## src/rtl/bbrb_pkg.sv

```systemverilog
// shared constants, codes and types of the bip buffer
package bbrb_pkg;

  localparam int DEPTH_DEF        = 4096;
  localparam int MAX_TRANSFER_DEF = 64;

  localparam int OP_W     = 3;
  localparam int LEN_W    = 7;
  localparam int BYTE_W   = 8;
  localparam int HELD_W   = 13;
  localparam int S_DATA_W = 16;
  localparam int M_DATA_W = 24;

  typedef enum logic [OP_W-1:0] {
    OP_WR_START = 3'd0,
    OP_WR_NEXT  = 3'd1,
    OP_READ     = 3'd2,
    OP_PEEK     = 3'd3,
    OP_REMOVE   = 3'd4
  } op_e;

  typedef struct packed {
    logic              status;
    logic              has_data;
    logic [BYTE_W-1:0] out_byte;
    logic              last;
    logic [HELD_W-1:0] held_bytes;
  } res_t;

  typedef struct packed {
    logic [1:0] cnt;
    logic       pop;
  } qstat_t;

endpackage

```

## src/rtl/bbrb_outq.sv

```systemverilog
// two-entry result queue driving the master stream side
module bbrb_outq (
  input  logic                          clk_i,
  input  logic                          rst_ni,
  input  logic                          push_i,
  input  bbrb_pkg::res_t                res_i,
  output bbrb_pkg::qstat_t              qstat_o,
  output logic                          m_tvalid_o,
  input  logic                          m_tready_i,
  output logic [bbrb_pkg::M_DATA_W-1:0] m_tdata_o,
  output logic                          m_tuser_o,
  output logic                          m_tlast_o
);

  bbrb_pkg::res_t entry_q [2];
  logic           wr_ptr_q, wr_ptr_d;
  logic           rd_ptr_q, rd_ptr_d;
  logic [1:0]     cnt_q, cnt_d;
  logic           pop;
  bbrb_pkg::res_t head;

  assign pop  = m_tvalid_o & m_tready_i;
  assign head = entry_q[rd_ptr_q];

  always_comb begin
    wr_ptr_d = wr_ptr_q;
    rd_ptr_d = rd_ptr_q;
    cnt_d    = cnt_q;
    if (push_i) begin
      wr_ptr_d = ~wr_ptr_q;
    end
    if (pop) begin
      rd_ptr_d = ~rd_ptr_q;
    end
    unique case ({push_i, pop})
      2'b10:   cnt_d = cnt_q + 2'd1;
      2'b01:   cnt_d = cnt_q - 2'd1;
      default: cnt_d = cnt_q;
    endcase
  end

  always_ff @(posedge clk_i or negedge rst_ni) begin
    if (!rst_ni) begin
      wr_ptr_q <= 1'b0;
      rd_ptr_q <= 1'b0;
      cnt_q    <= 2'd0;
    end else begin
      wr_ptr_q <= wr_ptr_d;
      rd_ptr_q <= rd_ptr_d;
      cnt_q    <= cnt_d;
    end
  end

  always_ff @(posedge clk_i) begin
    if (push_i) begin
      entry_q[wr_ptr_q] <= res_i;
    end
  end

  assign qstat_o.cnt = cnt_q;
  assign qstat_o.pop = pop;

  assign m_tvalid_o = (cnt_q != 2'd0);
  assign m_tdata_o  = {2'b00, head.held_bytes, head.out_byte, head.status};
  assign m_tuser_o  = head.has_data;
  assign m_tlast_o  = head.last;

endmodule

```

## config.mk

```make
export PLATFORM = sky130hd
export DESIGN_NAME = bbrb_outq
export DESIGN_NICKNAME = d
export VERILOG_FILES = /design/src/rtl/bbrb_pkg.sv /design/src/rtl/bbrb_outq.sv
export SDC_FILE = /design/constraint.sdc
export NUM_CORES = 1
export LEC_CHECK = 0
export ABC_AREA = 0
export BUFFER_PORTS_ARGS = -buffer_cell sky130_fd_sc_hd__clkbuf_2
export CORE_MARGIN = 4
export CORE_UTILIZATION = 45
export DETAILED_ROUTE_END_ITERATION = 10
export MAX_ROUTING_LAYER = met4
export PLACE_DENSITY = 0.71
export REMOVE_ABC_BUFFERS = 1
export SLEW_MARGIN = 10
export SYNTH_ARGS = -nofsm -noshare
export SYNTH_HDL_FRONTEND = slang
export SYNTH_SLANG_ARGS = --single-unit
export TNS_END_PERCENT = 20
```

## constraint.sdc

```tcl
create_clock -name clk_i -period 2.9 [get_ports clk_i]
set_clock_uncertainty 0.1 [all_clocks]
set_input_delay 0.29 -clock clk_i [delete_from_list [all_inputs] [get_ports clk_i]]
set_output_delay 0.29 -clock clk_i [all_outputs]
set_load 0.05 [all_outputs]
```

==> key figures <==
Outcome
  • Status: finished clean

Setup path
  • Reg2Reg Setup Slack: around 1.2 ns
  • WP depth: 3
  • CP top delay family: buffers and inverters
  • Reg-to-reg critical path startpoint: cnt_q[0]
  • Critical Path AT: about 1.6 ns
  • Worst setup SP type: register
  • CP Max Fanout: 24
  • Cell Chain, Critical Path: buf_4 -> mux2_2 -> clkbuf_2
  • CP bufs+invs: 2
  • Data required time at the worst endpoint: 2.51 ns
  • Critical R2R Capture: cnt_q[1]
  • Worst setup path class: reg2out
  • Setup crit end kind: output pin
  • R2r worst-path depth: 5
  • Critical path's slowest cell: mux2_2
  • Max stage delay on crit path: roughly 0.4 ns

GRT
  • Initial antenna violation count: 0
  • GRT overflow: 0
  • First-pass GRT wire length: 4860 um
  • Pin count of the biggest net entering global routing: 25
  • Gr usage total: 12.6%
  • Vias in the first global route: 1,072

Worst hold path
  • Worst min-delay path startpoint: res_i[19]
  • Worst min path class: in2reg
  • Worst Hold Path Cells: 1
  • Worst Hold End: entry_q[1][19]

Clocking
  • Worst skew pair latency: 0.29 ns
  • Sink count of the clock tree: 52
  • Htree depth: 2
  • CTS resizes: 0
  • CTS clk-pin slew, worst paths: 0.08 ns
  • Clock tree buffer depth: 2
  • CTS Buf Count: 5
  • CTS root buf: clkbuf_8
  • CTS tree: done

Final layout
  • Fin cells: approximately 210
  • Register area: 0.00154 mm2
  • Layout cell share with drive strength beyond 1: between 50% and 60%
  • Multi-input gate area: approximately 370 um2
  • Area Overhead vs Synth: 20.5%
  • Ant. Diodes: 0
  • Nets@finish: 185
  • Fillers: roughly 330

Timing
  • Final max-slew violation count: 0
  • Setup TNS: 0 ns
  • Unrepaired setup endpoints after global routing: no
  • Setup Viol. Count Final: 0
  • Final hold viol count: 0
  • Fin crit period: ~2.0 ns
  • FMAX: between 500 and 600 MHz
  • Fin crit share: 68.9%

Placement
  • DP HPWL: 2200 um
  • Final GP Congestion: just over 0.7
  • DP Cell Count: 198
  • Port buffer count: 55

Logic synthesis
  • Register area share after synthesis: about four fifths
  • Gate Count Post-Synth: 95
  • Synthesis warning total: 0
  • Area contributors post-synth: edfxtp_1 73%, mux2_2 13%, dfrtp_1 5.1%, buf_6 1.7%, xor2_1 1.3%
  • Cell accounting for the most synthesized area: edfxtp_1
  • Post-Syn Area: roughly 0.0020 mm2
  • Number of distinct library cells after synthesis: 15
  • Post-synth EDFFs: between 40 and 50
  • Prevailing post-synth register cell: edfxtp_1
  • Yosys top cell area share: approximately 73%
  • Synth Area per Inst: a little over 20 um2
  • Number of synthesized register bits: 52
  • Ys async rst share: 7.69%

Routing
  • DR vias/cell: 4.71
  • DR vias: 974
  • Drt first pass iters: 2
  • Starting DRT DRC Count: between 40 and 50
  • Residual DRC: 0
  • WL/cell: approximately 14 um
  • Final ANT Viol Nets: 0
  • Routed WL: 2990 um

Job
  • Max Cap Viol: 0

Floorplanning
  • Rows: 23
  • Core outline area: slightly above 0.004 mm2
  • Die H: between 70 and 80 um
  • Initial Util: between 40 and 50%
  • Die W: 74.1 um
  • Full die area: roughly 0.0055 mm2
  • Num ports: 58

Power and ir drop
  • Gate power share: between 40% and 50%
  • P_sw: ~1.1 mW
  • Clock Power Share: around 14%
  • Internal cell power: between 1.5 and 2 mW
  • Leak: between 0.9 and 1 nW
  • Maximum vdd drop: ~680 uV
  • Pwr/cell area: around 1100 mW/mm2
  • Sw Ratio: approximately 43%
  • Seq pwr share: between 40% and 50%
==> routing by layer <==
metal | wire, um | track usage (%) | part of all wire [%]
met1 | 1180 | 14.5 | 39
met2 | 1570 | 20.5 | 52
met3 | 204 | 2.97 | 6.8
met4 | 36 | 6.64 | 1.2
met5 | 0 | - | 0
==> synth_stat cells (2+ instances only) <==
master,count
edfxtp_1,48
xor2_1,3
buf_6,3
buf_4,3
xnor2_1,2
mux2_2,23
dfrtp_1,4
nor2_1,2
==> timing repair <==
action,in CTS,in global routing
setup buffers,0,0
hold buffers,1,0
endpoints found under the hold margin,4,0
==> sequential cells by signal, summed over array words and instances (netlist names) <==
| signal | cells |
|---|---|
| wr_ptr_q | 1 |
| cnt_q | 2 |
| entry_q | 48 |
| rd_ptr_q | 1 |
==> how the worst max path moves through the flow <==
stage	startpoint	endpoint	slack, ns
floorplan	cnt_q[0]	cnt_q[1]	0.91
global placement	rd_ptr_q	m_tdata_o[7]	1.22
detailed placement	cnt_q[0]	cnt_q[1]	1.22
CTS	rd_ptr_q	m_tdata_o[7]	0.88
global route	rd_ptr_q	m_tdata_o[7]	0.81
finish	rd_ptr_q	m_tdata_o[7]	0.90
==> kinds of logic (layout without fill, tap and decap cells) <==
| kind of cell | Yosys count | in the layout | synth area share [%] |
|---|---|---|---|
| flops | 52 | 52 | 78.4 |
| mux | 24 | 24 | 13.9 |
| buf+inv | 7 | 68 | 3.05 |
| xor+xnor | 5 | 5 | 2.23 |
| simple gates | 5 | 5 | 1.59 |
| fa+ha+maj | 1 | 1 | 0.636 |
| other cells | 1 | 2 | 0.191 |
==> layout make-up <==
cell class / instances / area share [%]
flip-flops and latches: 52 / 65.0
clock buffers: 5 / 2.90
repair buffers: 59 / 13.0
clock inverters: 3 / 0.581
multi-input cells: 37 / 15.7
well taps: 50 / 2.64
inverters: 1 / 0.158
==> power by group through the flow <==
| stage | Clock [mW] | Combinational, mW | Sequential [mW] |
|---|---|---|---|
| after floorplan | 0 | 0.872 | 1.16 |
| after global placement | 0 | 1.22 | 1.06 |
| after detailed placement | 0 | 1.23 | 1.07 |
| after CTS | 0.387 | 1.23 | 1.06 |
| after global routing | 0.420 | 1.28 | 1.07 |
| final | 0.369 | 1.22 | 1.05 |
==> cells in the final DEF (no fill, tap or decap), drive strengths merged <==
cell,n
dfrtp,4
nor2,2
mux2,24
buf,3
ha,1
dlygate4sd3,1
inv,1
and2,2
clkbuf,60
edfxtp,48
xnor2,2
xor2,3
conb,2
clkinv,3
or2,1
==> metrics by stage <==
step | util [%] | hold slack, ns | power, mW | cell area (um2) | setup WS, ns
floorplan | - | -0.106 | 2.03 | 1910 | 0.905
global placement | 55.3 | -0.00211 | 2.28 | 2280 | 1.22
detailed placement | 55.3 | 0.00238 | 2.30 | 2280 | 1.22
CTS | 57.6 | 0.0694 | 2.68 | 2370 | 0.880
global route | 57.6 | 0.0625 | 2.77 | 2370 | 0.810
finish | 57.6 | 0.0802 | 2.64 | 2370 | 0.903
Power figures use the tool's default switching activity.
