--- src/rtl/bbrb_pkg.sv ---
// shared constants, codes and types of the bip buffer
package bbrb_pkg;

  localparam int DEPTH_DEF        = 4096;
  localparam int MAX_TRANSFER_DEF = 64;

  localparam int OP_W     = 3;
  localparam int LEN_W    = 7;
  localparam int BYTE_W   = 8;
  localparam int HELD_W   = 13;
  localparam int S_DATA_W = 16;
  localparam int M_DATA_W = 24;

  typedef enum logic [OP_W-1:0] {
    OP_WR_START = 3'd0,
    OP_WR_NEXT  = 3'd1,
    OP_READ     = 3'd2,
    OP_PEEK     = 3'd3,
    OP_REMOVE   = 3'd4
  } op_e;

  typedef struct packed {
    logic              status;
    logic              has_data;
    logic [BYTE_W-1:0] out_byte;
    logic              last;
    logic [HELD_W-1:0] held_bytes;
  } res_t;

  typedef struct packed {
    logic [1:0] cnt;
    logic       pop;
  } qstat_t;

endpackage

--- src/rtl/bbrb_ctrl.sv ---
// region bookkeeping, byte streaming and region b relocation around the byte store
module bbrb_ctrl #(
  parameter int DEPTH        = bbrb_pkg::DEPTH_DEF,
  parameter int MAX_TRANSFER = bbrb_pkg::MAX_TRANSFER_DEF,
  localparam int AW          = $clog2(DEPTH)
) (
  input  logic                          clk_i,
  input  logic                          rst_ni,
  input  logic                          s_tvalid_i,
  output logic                          s_tready_o,
  input  logic [bbrb_pkg::S_DATA_W-1:0] s_tdata_i,
  input  logic [bbrb_pkg::OP_W-1:0]     s_tuser_i,
  input  bbrb_pkg::qstat_t              qstat_i,
  output logic                          push_o,
  output bbrb_pkg::res_t                res_o,
  output logic                          ram_we_o,
  output logic [AW-1:0]                 ram_waddr_o,
  output logic [bbrb_pkg::BYTE_W-1:0]   ram_wdata_o,
  output logic                          ram_re_o,
  output logic [AW-1:0]                 ram_raddr_o,
  input  logic [bbrb_pkg::BYTE_W-1:0]   ram_rdata_i
);

  localparam int SW = AW + 1;
  localparam int CW = ((SW > bbrb_pkg::LEN_W) ? SW : bbrb_pkg::LEN_W) + 1;
  localparam logic [CW-1:0] DepthC = CW'(DEPTH);
  localparam logic [CW-1:0] MaxC   = CW'(MAX_TRANSFER);

  localparam logic [1:0] ST_IDLE  = 2'd0;
  localparam logic [1:0] ST_READ  = 2'd1;
  localparam logic [1:0] ST_RELOC = 2'd2;

  logic [1:0]                   state_q, state_d;
  logic [AW-1:0]                a_start_q, a_start_d;
  logic [SW-1:0]                a_size_q, a_size_d;
  logic                         b_active_q, b_active_d;
  logic [SW-1:0]                b_size_q, b_size_d;
  logic [bbrb_pkg::LEN_W-1:0]   wr_left_q, wr_left_d;
  logic                         wr_into_b_q, wr_into_b_d;
  logic                         wr_acc_q, wr_acc_d;
  logic [bbrb_pkg::LEN_W-1:0]   rd_len_q, rd_len_d;
  logic [bbrb_pkg::LEN_W-1:0]   rd_idx_q, rd_idx_d;
  logic [AW-1:0]                rd_base_q, rd_base_d;
  logic [SW-1:0]                rd_asz_q, rd_asz_d;
  logic                         rd_pend_q, rd_pend_d;
  logic                         rd_last_q, rd_last_d;
  logic [bbrb_pkg::HELD_W-1:0]  held_res_q, held_res_d;
  logic                         reloc_q, reloc_d;
  logic [AW-1:0]                mv_src_q, mv_src_d;
  logic [SW-1:0]                mv_len_q, mv_len_d;
  logic [AW-1:0]                mv_cnt_q, mv_cnt_d;
  logic                         mv_vld_q, mv_vld_d;
  logic [AW-1:0]                mv_wa_q, mv_wa_d;

  logic                         acc;
  logic [bbrb_pkg::OP_W-1:0]    s_op;
  logic [CW-1:0]                len_c;
  logic [bbrb_pkg::BYTE_W-1:0]  s_byte;
  logic [CW-1:0]                ast_c, asz_c, bsz_c, held_c, tail_c, aend_c;

  logic                         ws_open, ws_into_b, ws_ok;
  logic                         ap_into_b, ap_b_act, ap_ok;
  logic [CW-1:0]                ap_bsz;
  logic [AW-1:0]                ap_addr;

  logic [CW-1:0]                cn_n, cn_ta, cn_rest, cn_tb, cn_asz0, cn_bsz0;
  logic [CW-1:0]                cn_ast, cn_asz, cn_bsz, cn_held;
  logic                         cn_bact, cn_reloc;

  logic [CW-1:0]                rd_idx_c, rd_asz_c, rd_addr_c;
  logic                         rd_is_last, room, mv_is_last;

  assign acc    = s_tvalid_i & s_tready_o;
  assign s_op   = s_tuser_i;
  assign len_c  = CW'(s_tdata_i[bbrb_pkg::LEN_W-1:0]);
  assign s_byte = s_tdata_i[bbrb_pkg::LEN_W +: bbrb_pkg::BYTE_W];

  assign ast_c  = CW'(a_start_q);
  assign asz_c  = CW'(a_size_q);
  assign bsz_c  = CW'(b_size_q);
  assign held_c = asz_c + bsz_c;
  assign aend_c = ast_c + asz_c;
  assign tail_c = DepthC - aend_c;

  // a new write opens region b when the tail after a is the smaller space
  assign ws_open   = !b_active_q && (tail_c < ast_c);
  assign ws_into_b = b_active_q || ws_open;
  assign ws_ok     = b_active_q ? ((ast_c >= bsz_c) && ((ast_c - bsz_c) >= len_c)) :
                     ws_open    ? (ast_c >= len_c) : (tail_c >= len_c);

  // append target: placement of this write start, or that of the pending write
  assign ap_into_b = (s_op == bbrb_pkg::OP_WR_START) ? ws_into_b : wr_into_b_q;
  assign ap_b_act  = (s_op == bbrb_pkg::OP_WR_START) ? ws_into_b : b_active_q;
  assign ap_bsz    = ((s_op == bbrb_pkg::OP_WR_START) && ws_open) ? '0 : bsz_c;
  assign ap_ok     = ap_into_b ? (ap_b_act && (ap_bsz < ast_c) && (ap_bsz < DepthC)) :
                                 (aend_c < DepthC);
  assign ap_addr   = ap_into_b ? ap_bsz[AW-1:0] : aend_c[AW-1:0];

  // consume: a first, then the front of b; a emptied hands b over as the new a
  assign cn_n    = (s_op == bbrb_pkg::OP_REMOVE && len_c > held_c) ? held_c : len_c;
  assign cn_ta   = (cn_n < asz_c) ? cn_n : asz_c;
  assign cn_rest = cn_n - cn_ta;
  assign cn_tb   = (cn_rest < bsz_c) ? cn_rest : bsz_c;
  assign cn_asz0 = asz_c - cn_ta;
  assign cn_bsz0 = bsz_c - cn_tb;

  always_comb begin
    cn_ast   = ast_c + cn_ta;
    cn_asz   = cn_asz0;
    cn_bact  = b_active_q;
    cn_bsz   = cn_bsz0;
    cn_reloc = 1'b0;
    if (cn_asz0 == '0) begin
      cn_ast  = '0;
      cn_bact = 1'b0;
      cn_bsz  = '0;
      if (b_active_q && (cn_bsz0 != '0)) begin
        cn_asz   = cn_bsz0;
        cn_reloc = (cn_tb != '0) && ((cn_tb + cn_bsz0) <= DepthC);
      end else begin
        cn_asz = '0;
      end
    end
  end

  assign cn_held = cn_asz + cn_bsz;

  // byte streaming address: a's bytes from its start, then b's from offset zero
  assign rd_idx_c   = CW'(rd_idx_q);
  assign rd_asz_c   = CW'(rd_asz_q);
  assign rd_addr_c  = (rd_idx_c < rd_asz_c) ? (CW'(rd_base_q) + rd_idx_c) :
                                              (rd_idx_c - rd_asz_c);
  assign rd_is_last = (rd_idx_q == (rd_len_q - bbrb_pkg::LEN_W'(1)));
  assign mv_is_last = (SW'(mv_cnt_q) == (mv_len_q - SW'(1)));

  // a read issued now lands in the queue next cycle
  assign room = ({1'b0, qstat_i.cnt} + {2'b00, rd_pend_q}) < (3'd2 + {2'b00, qstat_i.pop});

  assign s_tready_o = (state_q == ST_IDLE) && !rd_pend_q && !mv_vld_q && (qstat_i.cnt != 2'd2);

  always_comb begin
    state_d     = state_q;
    a_start_d   = a_start_q;
    a_size_d    = a_size_q;
    b_active_d  = b_active_q;
    b_size_d    = b_size_q;
    wr_left_d   = wr_left_q;
    wr_into_b_d = wr_into_b_q;
    wr_acc_d    = wr_acc_q;
    rd_len_d    = rd_len_q;
    rd_idx_d    = rd_idx_q;
    rd_base_d   = rd_base_q;
    rd_asz_d    = rd_asz_q;
    rd_pend_d   = 1'b0;
    rd_last_d   = rd_last_q;
    held_res_d  = held_res_q;
    reloc_d     = reloc_q;
    mv_src_d    = mv_src_q;
    mv_len_d    = mv_len_q;
    mv_cnt_d    = mv_cnt_q;
    mv_vld_d    = 1'b0;
    mv_wa_d     = mv_cnt_q;

    push_o              = 1'b0;
    res_o               = '0;
    res_o.last          = 1'b1;
    res_o.held_bytes    = bbrb_pkg::HELD_W'(held_c);
    ram_we_o            = 1'b0;
    ram_waddr_o         = ap_addr;
    ram_wdata_o         = s_byte;
    ram_re_o            = 1'b0;
    ram_raddr_o         = rd_addr_c[AW-1:0];

    unique case (state_q)
      ST_IDLE: if (acc) begin
        push_o = 1'b1;
        unique case (s_op)
          bbrb_pkg::OP_WR_START: begin
            wr_left_d   = '0;
            wr_acc_d    = 1'b0;
            wr_into_b_d = 1'b0;
            if (len_c > MaxC) begin
              res_o.status = 1'b1;
            end else begin
              wr_into_b_d = ws_into_b;
              wr_acc_d    = ws_ok;
              res_o.status = !ws_ok;
              if (ws_open) begin
                b_active_d = 1'b1;
                b_size_d   = '0;
              end
              if (len_c != '0) begin
                wr_left_d = s_tdata_i[bbrb_pkg::LEN_W-1:0] - bbrb_pkg::LEN_W'(1);
                if (ws_ok && ap_ok) begin
                  ram_we_o = 1'b1;
                  res_o.held_bytes = bbrb_pkg::HELD_W'(held_c + CW'(1));
                  if (ap_into_b) begin
                    b_size_d = SW'(ap_bsz + CW'(1));
                  end else begin
                    a_size_d = SW'(asz_c + CW'(1));
                  end
                end else begin
                  res_o.status = 1'b1;
                end
              end
            end
          end
          bbrb_pkg::OP_WR_NEXT: begin
            res_o.status = 1'b1;
            if (wr_left_q != '0) begin
              wr_left_d = wr_left_q - bbrb_pkg::LEN_W'(1);
              if (wr_acc_q && ap_ok) begin
                ram_we_o     = 1'b1;
                res_o.status = 1'b0;
                res_o.held_bytes = bbrb_pkg::HELD_W'(held_c + CW'(1));
                if (ap_into_b) begin
                  b_size_d = SW'(ap_bsz + CW'(1));
                end else begin
                  a_size_d = SW'(asz_c + CW'(1));
                end
              end
            end
          end
          bbrb_pkg::OP_READ, bbrb_pkg::OP_PEEK: begin
            if (s_op == bbrb_pkg::OP_READ) begin
              wr_left_d = '0;
              wr_acc_d  = 1'b0;
            end
            if ((len_c > MaxC) || (len_c > held_c)) begin
              res_o.status = 1'b1;
            end else begin
              if (s_op == bbrb_pkg::OP_READ) begin
                a_start_d  = AW'(cn_ast);
                a_size_d   = SW'(cn_asz);
                b_active_d = cn_bact;
                b_size_d   = SW'(cn_bsz);
                mv_src_d   = AW'(cn_tb);
                mv_len_d   = SW'(cn_asz);
              end
              if (len_c != '0) begin
                // bytes stream from the old region layout, relocation follows
                push_o     = 1'b0;
                state_d    = ST_READ;
                rd_len_d   = s_tdata_i[bbrb_pkg::LEN_W-1:0];
                rd_idx_d   = '0;
                rd_base_d  = a_start_q;
                rd_asz_d   = a_size_q;
                reloc_d    = (s_op == bbrb_pkg::OP_READ) && cn_reloc;
                held_res_d = (s_op == bbrb_pkg::OP_READ) ? bbrb_pkg::HELD_W'(cn_held) :
                                                          bbrb_pkg::HELD_W'(held_c);
              end
            end
          end
          bbrb_pkg::OP_REMOVE: begin
            wr_left_d = '0;
            wr_acc_d  = 1'b0;
            if (len_c > MaxC) begin
              res_o.status = 1'b1;
            end else begin
              a_start_d  = AW'(cn_ast);
              a_size_d   = SW'(cn_asz);
              b_active_d = cn_bact;
              b_size_d   = SW'(cn_bsz);
              mv_src_d   = AW'(cn_tb);
              mv_len_d   = SW'(cn_asz);
              mv_cnt_d   = '0;
              res_o.held_bytes = bbrb_pkg::HELD_W'(cn_held);
              if (cn_reloc) begin
                state_d = ST_RELOC;
              end
            end
          end
          default: begin
            res_o.status = 1'b1;
          end
        endcase
      end
      ST_READ: begin
        if (room) begin
          ram_re_o  = 1'b1;
          rd_pend_d = 1'b1;
          rd_last_d = rd_is_last;
          rd_idx_d  = rd_idx_q + bbrb_pkg::LEN_W'(1);
          if (rd_is_last) begin
            state_d  = reloc_q ? ST_RELOC : ST_IDLE;
            mv_cnt_d = '0;
          end
        end
      end
      ST_RELOC: begin
        // copy b's remaining bytes down to offset zero, one per cycle
        ram_re_o    = 1'b1;
        ram_raddr_o = mv_src_q + mv_cnt_q;
        mv_vld_d    = 1'b1;
        if (mv_is_last) begin
          state_d = ST_IDLE;
          reloc_d = 1'b0;
        end else begin
          mv_cnt_d = mv_cnt_q + AW'(1);
        end
      end
      default: begin
        state_d = ST_IDLE;
      end
    endcase

    if (mv_vld_q) begin
      ram_we_o    = 1'b1;
      ram_waddr_o = mv_wa_q;
      ram_wdata_o = ram_rdata_i;
    end

    if (rd_pend_q) begin
      push_o           = 1'b1;
      res_o.status     = 1'b0;
      res_o.has_data   = 1'b1;
      res_o.out_byte   = ram_rdata_i;
      res_o.last       = rd_last_q;
      res_o.held_bytes = held_res_q;
    end
  end

  always_ff @(posedge clk_i or negedge rst_ni) begin
    if (!rst_ni) begin
      state_q     <= ST_IDLE;
      a_start_q   <= '0;
      a_size_q    <= '0;
      b_active_q  <= 1'b0;
      b_size_q    <= '0;
      wr_left_q   <= '0;
      wr_into_b_q <= 1'b0;
      wr_acc_q    <= 1'b0;
      rd_idx_q    <= '0;
      rd_len_q    <= '0;
      rd_pend_q   <= 1'b0;
      rd_last_q   <= 1'b0;
      reloc_q     <= 1'b0;
      mv_cnt_q    <= '0;
      mv_len_q    <= '0;
      mv_vld_q    <= 1'b0;
    end else begin
      state_q     <= state_d;
      a_start_q   <= a_start_d;
      a_size_q    <= a_size_d;
      b_active_q  <= b_active_d;
      b_size_q    <= b_size_d;
      wr_left_q   <= wr_left_d;
      wr_into_b_q <= wr_into_b_d;
      wr_acc_q    <= wr_acc_d;
      rd_idx_q    <= rd_idx_d;
      rd_len_q    <= rd_len_d;
      rd_pend_q   <= rd_pend_d;
      rd_last_q   <= rd_last_d;
      reloc_q     <= reloc_d;
      mv_cnt_q    <= mv_cnt_d;
      mv_len_q    <= mv_len_d;
      mv_vld_q    <= mv_vld_d;
    end
  end

  always_ff @(posedge clk_i) begin
    rd_base_q  <= rd_base_d;
    rd_asz_q   <= rd_asz_d;
    held_res_q <= held_res_d;
    mv_src_q   <= mv_src_d;
    mv_wa_q    <= mv_wa_d;
  end

endmodule

--- config.mk ---
export PLATFORM = sky130hd
export DESIGN_NAME = bbrb_ctrl
export DESIGN_NICKNAME = d
export VERILOG_FILES = /design/src/rtl/bbrb_pkg.sv /design/src/rtl/bbrb_ctrl.sv
export SDC_FILE = /design/constraint.sdc
export NUM_CORES = 1
export LEC_CHECK = 0
export ABC_AREA = 1
export BUFFER_PORTS_ARGS = -buffer_cell sky130_fd_sc_hd__buf_2
export CAP_MARGIN = 15
export CORE_MARGIN = 2
export CORE_UTILIZATION = 50
export CTS_CLUSTER_DIAMETER = 200
export CTS_CLUSTER_SIZE = 40
export DETAILED_ROUTE_END_ITERATION = 8
export PLACE_DENSITY = 0.72
export SYNTH_ARGS = -nofsm -noshare
export SYNTH_HDL_FRONTEND = slang
export SYNTH_SLANG_ARGS = --single-unit
--- constraint.sdc ---
create_clock -name clk_i -period 22.2 [get_ports clk_i]
set_input_delay 4.44 -clock clk_i [delete_from_list [all_inputs] [get_ports clk_i]]
set_output_delay 4.44 -clock clk_i [all_outputs]
set_load 0.005 [all_outputs]
==> impl_metrics.py, run 1 <==
metrics = {
    "synth": {
        "synthArstFlopShare_pct": 60.00,
        "synth.top_cell.area_share_pct": 14.48,
        "synth_warnings": 0,
        "ys_seq_area_share_pct": 22.11,
        "netlist-cell-type-count": 70,
        "synth_commonest_cells": "nand2_1 (612), inv_1 (411), nor2_1 (237)",
        "synth.most_common_cell": "nand2_1",
        "synth_top_flop_cell": "dfrtp_1",
        "synth_area_leaders": "ha_1 (14%), dfrtp_1 (13%), nand2_1 (12%), inv_1 (8.4%), edfxtp_1 (8.2%)",
        "yosys.area.top_type": "ha_1",
        "syn_avg_cell_area_um2": 6.789,
        "synth-edff-count": 50,
        "synth_area_um2": 18410,
        "synthCells": 2711,
        "synth-seq-cells": 155,
    },
    "routing": {
        "routed_wl_um": 65900,
        "avgRoutedWirePerCell_um": 19.97,
        "route.vias.total": 19240,
        "firstDrtPassIters": 6,
        "ant_nets": 0,
        "drc": 0,
        "via_per_inst": 5.831,
        "drt_iter0_drc": 1644,
    },
    "global_route": {
        "met2_usage_pct": 55.77,
        "grt_pass1_wl_um": 100800,
        "grt-busiest-layer": "met2",
        "gr-total-overflow": 0,
        "track_usage_pct": 34.36,
        "grt_pass1_vias": 17870,
        "antenna_found_initial": 5,
        "grt_max_degree": 48,
        "grt_use_met1_pct": 44.63,
        "met3_usage_pct": 6.189,
    },
    "cells_and_area": {
        "nets": 3069,
        "multiInputGateArea_um2": 12550,
        "layout-drive-gt1-share_pct": 9.056,
        "syn_to_final_growth_pct": 9.178,
        "ff_latch_area_um2": 4069,
        "fillers": 3571,
    },
    "sta": {
        "fin_setup_tns_ps": 0,
        "rsz0062_at_grt": "false",
        "tightest_slew_ps": 1109,
        "clock_skew_ps": 14.35,
        "setup_viol": 0,
        "slew_headroom_pct": 25.78,
        "fin_crit_sh_pct": 94.35,
        "min_period_ps": 20950,
        "fin_hold_ws_ps": 482.3,
        "hold_viol": 0,
        "max_freq_mhz": 47.74,
        "worst_slack_ps": 1254,
        "slew_viol_final": 0,
    },
    "cts": {
        "cts_buffer_depth": 2,
        "cts-root-buf": "clkbuf_16",
        "cts_buffers": 17,
        "cts_tree": "done",
        "clock-sinks": 155,
        "clk_pin_slew_ps": 70,
        "clk_latency_ps": 460,
        "h-tree-depth": 4,
    },
    "worst_setup_path": {
        "cpPeakStageDelay_ps": 480,
        "start_kind": "input port",
        "worstPathArrival_ps": 16510,
        "crit_buf_inv": 12,
        "cpMostUsedCell": "nand2_1",
        "required_ps": 17760,
        "worstSetupPathType": "input port to output port",
        "crit_family": "compound AO/OA/AOI/OAI gates",
        "cp_slowest_cell": "o21ai_0",
        "worstPathMaxFanout": 17,
        "cp-end-kind": "output port",
    },
    "hold_path": {
        "hp-class": "flip-flop to flip-flop",
    },
    "status": {
        "status": "complete, no violations",
    },
    "floorplan": {
        "dieArea_um2": 38360,
        "num_rows": 70,
        "coreArea_um2": 36430,
        "die_x_um": 195.9,
        "pin_count": 93,
        "start_util_pct": 50.52,
        "die_h_um": 195.9,
    },
    "job": {
        "maxCapViolCount": 0,
    },
    "placed_design": {
        "pre_cts_slack_ps": 929.3,
        "port_buffers": 91,
        "gp_congestion": 1.012,
        "hpwl_um": 53680,
    },
}
==> per-layer routing <==
layer / part of all wire, % / vias to the layer above
met2: 45 / 841
met5: 0.020 / -
met3: 8.1 / 167
met1: 42 / 8988
met4: 4.9 / 2
li1: - / 9238
==> cell usage in the layout, fill, tap and decap left out, types with 6 or more instances in the layout <==
master and count:
inv_2 7, clkbuf_16 18, mux2_2 8, nor2_2 7, o21ai_0 171, clkinv_4 6, edfxtp_1 50, ha_1 213
nand2_1 610, xor2_1 94, a21o_1 10, nand3_1 163, o21bai_1 14, nor4_1 15, o22ai_1 32, nor2_1 237
xnor2_1 48, dfxtp_1 12, a2111oi_0 6, or2_2 11, conb_1 10, dfrtp_1 93, a211oi_1 12, o211ai_1 19
nor3_1 54, o21a_1 17, a31oi_1 12, nand2_2 18, nand4_1 47, fa_1 9, o21ai_1 33, inv_1 410
a21oi_1 133, buf_2 90, buf_4 32, o21ai_2 16
==> final timing paths <==
path                               from              to  slack [ps]  cells after the start
setup / recovery           s_tdata_i[0]       res_o[12]        1250                     76
hold / removal              mv_cnt_q[2]      mv_wa_q[2]         480                      0
setup reg to reg            a_size_q[1]  held_res_q[12]        8370                     73
hold reg to reg             mv_cnt_q[2]      mv_wa_q[2]         480                      0
max in group asynchronous        rst_ni     rd_idx_q[1]       16980                      2
min in group asynchronous        rst_ni     mv_cnt_q[4]        4020                      1
==> logic make-up (layout without fill, tap and decap cells) <==
family | after synthesis | in the layout | synth area share [%]
buf+inv | 470 | 577 | 9.986
simple gates | 1193 | 1193 | 28.05
compound gates | 515 | 515 | 16.69
flops | 155 | 155 | 22.11
fa+ha+maj | 222 | 222 | 15.46
other cells | 1 | 14 | 0.02037
xor+xnor | 147 | 147 | 7.199
mux | 8 | 8 | 0.4895
==> cell type report <==
class                           instances  share of cell area [%]
Timing Repair Buffer                  122                   3.437
Multi-Input combinational cell       2095                   62.46
Clock buffer                           19                   2.310
Antenna cell                            4                 0.04981
Clock inverter                         13                  0.6476
Tap cell                              468                   2.914
Sequential cell                       155                   20.25
Inverter                              423                   7.933
==> registers in the layout, indices dropped and copies added, names as in the netlist <==
register     cells
a_size_q        13
b_size_q        13
held_res_q      13
mv_len_q        13
rd_asz_q        13
a_start_q       12
mv_cnt_q        12
mv_src_q        12
mv_wa_q         12
rd_base_q       12
rd_idx_q         7
rd_len_q         7
wr_left_q        7
state_q          2
b_active_q       1
mv_vld_q         1
rd_last_q        1
rd_pend_q        1
reloc_q          1
wr_acc_q         1
wr_into_b_q      1
==> metrics by stage <==
step	instances	instance area (µm²)	util, %
floorplan	2720	18440	-
global placement	3263	19470	53.44
detailed placement	3263	19470	53.44
CTS	3295	20070	55.07
global route	3297	20090	55.14
finish	3299	20090	55.15
==> repair_timing <==
action | in CTS | in global routing
buffers inserted | 0 | 0
setup endpoints to repair | 0 | 5
hold buffers | 0 | 0
resized for setup | 0 | 14
Power of run 1 is not shown: default switching activity piles up to over one toggle a cycle in this logic, so the estimate is an artifact.
==> run 2, diff against run 1 <==
--- a/config.mk
+++ b/config.mk
@@ -12,5 +12,5 @@
 export CORE_UTILIZATION = 50
 export CTS_CLUSTER_DIAMETER = 200
-export CTS_CLUSTER_SIZE = 40
+export CTS_CLUSTER_SIZE = 14
 export DETAILED_ROUTE_END_ITERATION = 8
 export PLACE_DENSITY = 0.72
==> constraint.sdc (replaced) <==
create_clock -name clk_i -period 22.2 [get_ports clk_i]
set_input_delay 5.55 -clock clk_i [delete_from_list [all_inputs] [get_ports clk_i]]
set_output_delay 5.55 -clock clk_i [all_outputs]
set_load 0.005 [all_outputs]
==> impl_metrics.py, run 2 (synthesis gave the netlist of run 1 again) <==
metrics = {
    "cells_and_area": {
        "final_common_cell": "nand2_1",
        "ff_latch_area_um2": 4069,
        "layout-drive-gt1-share_pct": 13.99,
        "syn_to_final_growth_pct": 15.53,
        "multiInputGateArea_um2": 12670,
        "nets": 3208,
        "fillers": 3531,
        "layout.cells.most_common_list": "nand2_1 (610), inv_1 (410), nor2_1 (237)",
    },
    "routing": {
        "firstDrtPassIters": 8,
        "ant_nets": 0,
        "top_layer": "met5",
        "drt_iter0_drc": 1537,
        "via_per_inst": 5.816,
        "avgRoutedWirePerCell_um": 19.70,
        "wl_met3_um": 5666,
        "route.vias.total": 19980,
        "met2_length_um": 30730,
        "drc": 0,
        "routed_wl_um": 67660,
        "met1_length_um": 27740,
    },
    "floorplan": {
        "pin_count": 93,
        "num_rows": 70,
        "coreArea_um2": 36430,
        "die_h_um": 195.9,
        "die_x_um": 195.9,
        "start_util_pct": 50.52,
        "dieArea_um2": 38360,
    },
    "cts": {
        "cts_buffer_depth": 2,
        "cts_buffers": 17,
        "cts-root-buf": "clkbuf_16",
        "clock-sinks": 155,
        "clk_pin_slew_ps": 70,
        "clk_latency_ps": 460,
        "h-tree-depth": 4,
        "cts_tree": "done",
        "cts_hold_buf": 0,
    },
    "hold_path": {
        "hp-class": "flip-flop to flip-flop",
    },
    "worst_setup_path": {
        "worstPathArrival_ps": 15860,
        "worstPathMaxFanout": 11,
        "worstSetupPathType": "input port to output port",
        "cp_slowest_cell": "fa_2",
        "start_kind": "input port",
        "cpMostUsedCell": "nand2_1",
        "required_ps": 16650,
        "cpPeakStageDelay_ps": 400,
        "cp-end-kind": "output port",
    },
    "placed_design": {
        "pre_cts_slack_ps": 92.83,
        "gp_congestion": 1.054,
        "port_buffers": 91,
        "hpwl_um": 55750,
    },
    "global_route": {
        "grt_pass1_vias": 18670,
        "gr-total-overflow": 0,
        "track_usage_pct": 34.81,
        "grt_max_degree": 48,
        "antenna_found_initial": 2,
        "grt_pass1_wl_um": 102700,
    },
    "sta": {
        "slew_viol_final": 0,
        "hold_viol": 0,
        "tightest_slew_ps": 1068,
        "slew_headroom_pct": 28.56,
        "clock_skew_ps": 13.03,
        "min_period_ps": 21410,
        "fin_crit_sh_pct": 96.43,
        "worst_slack_ps": 793.6,
        "max_freq_mhz": 46.72,
        "setup_viol": 0,
    },
    "job": {
        "maxCapViolCount": 0,
    },
    "status": {
        "status": "complete, no violations",
    },
}
==> run 2: cell types whose count changed in the layout (fill, tap and decap cells not counted), moves of 4 or more <==
cell     delta
a21oi_1     -5
a21oi_2     +5
o21ai_1     -4
o21ai_2     +6
buf_4     +137
==> run 2: critical path, delay by kind of cell <==
kind                     cells  cell delay, ps
adder cells (fa/ha/maj)      7            1890
AND/OR/NAND/NOR             28            2570
buffers and inverters       15            1770
XOR/XNOR                     2             390
AO/OA/AOI/OAI               30            3630
==> run 2: final cells by class <==
type	count	area share (%)
inverter	423	7.485
tap	468	2.754
timing repair buffer	261	8.191
multi-input combinational	2095	59.58
sequential	155	19.14
clock inverter	14	0.7237
antenna	1	0.01177
clock buffer	18	2.118
==> run 2: worst paths after layout <==
path / end / start / slack (ps) / cells past startpoint
worst max-delay path: res_o[11] / s_tdata_i[0] / 790 / 82
worst min-delay path: mv_wa_q[11] / mv_cnt_q[11] / 490 / 0
worst max register to register: held_res_q[12] / b_size_q[1] / 9690 / 79
worst min register to register: mv_wa_q[11] / mv_cnt_q[11] / 490 / 0
max in group asynchronous: rd_len_q[5] / rst_ni / 15990 / 2
min in group asynchronous: mv_cnt_q[6] / rst_ni / 5110 / 1
==> run 2: timing repair <==
action                                  CTS  global route
setup buffers                             0             1
endpoints found under the setup margin    0             9
hold endpoints to repair                  0             0
gates resized for setup                   0            42
==> run 2: routing by layer <==
metal	track usage, %	vias up
met1	44.13	9454
met4	16.92	2
li1	-	9513
met2	57.04	821
met3	6.670	187
met5	0	-
==> run 2: per-stage QoR <==
step	util, %	hold WS (ps)	instances	setup TNS [ps]	area (µm²)
finish	58.36	486.8	3435	0	21260
global route	58.36	499.2	3434	-19.89	21260
CTS	57.94	491.6	3433	0	21110
detailed placement	56.28	475.2	3401	0	20510
global placement	56.26	473.3	3400	0	20500
floorplan	-	407.9	2720	0	18440
Power of run 2 is left out for the same reason.
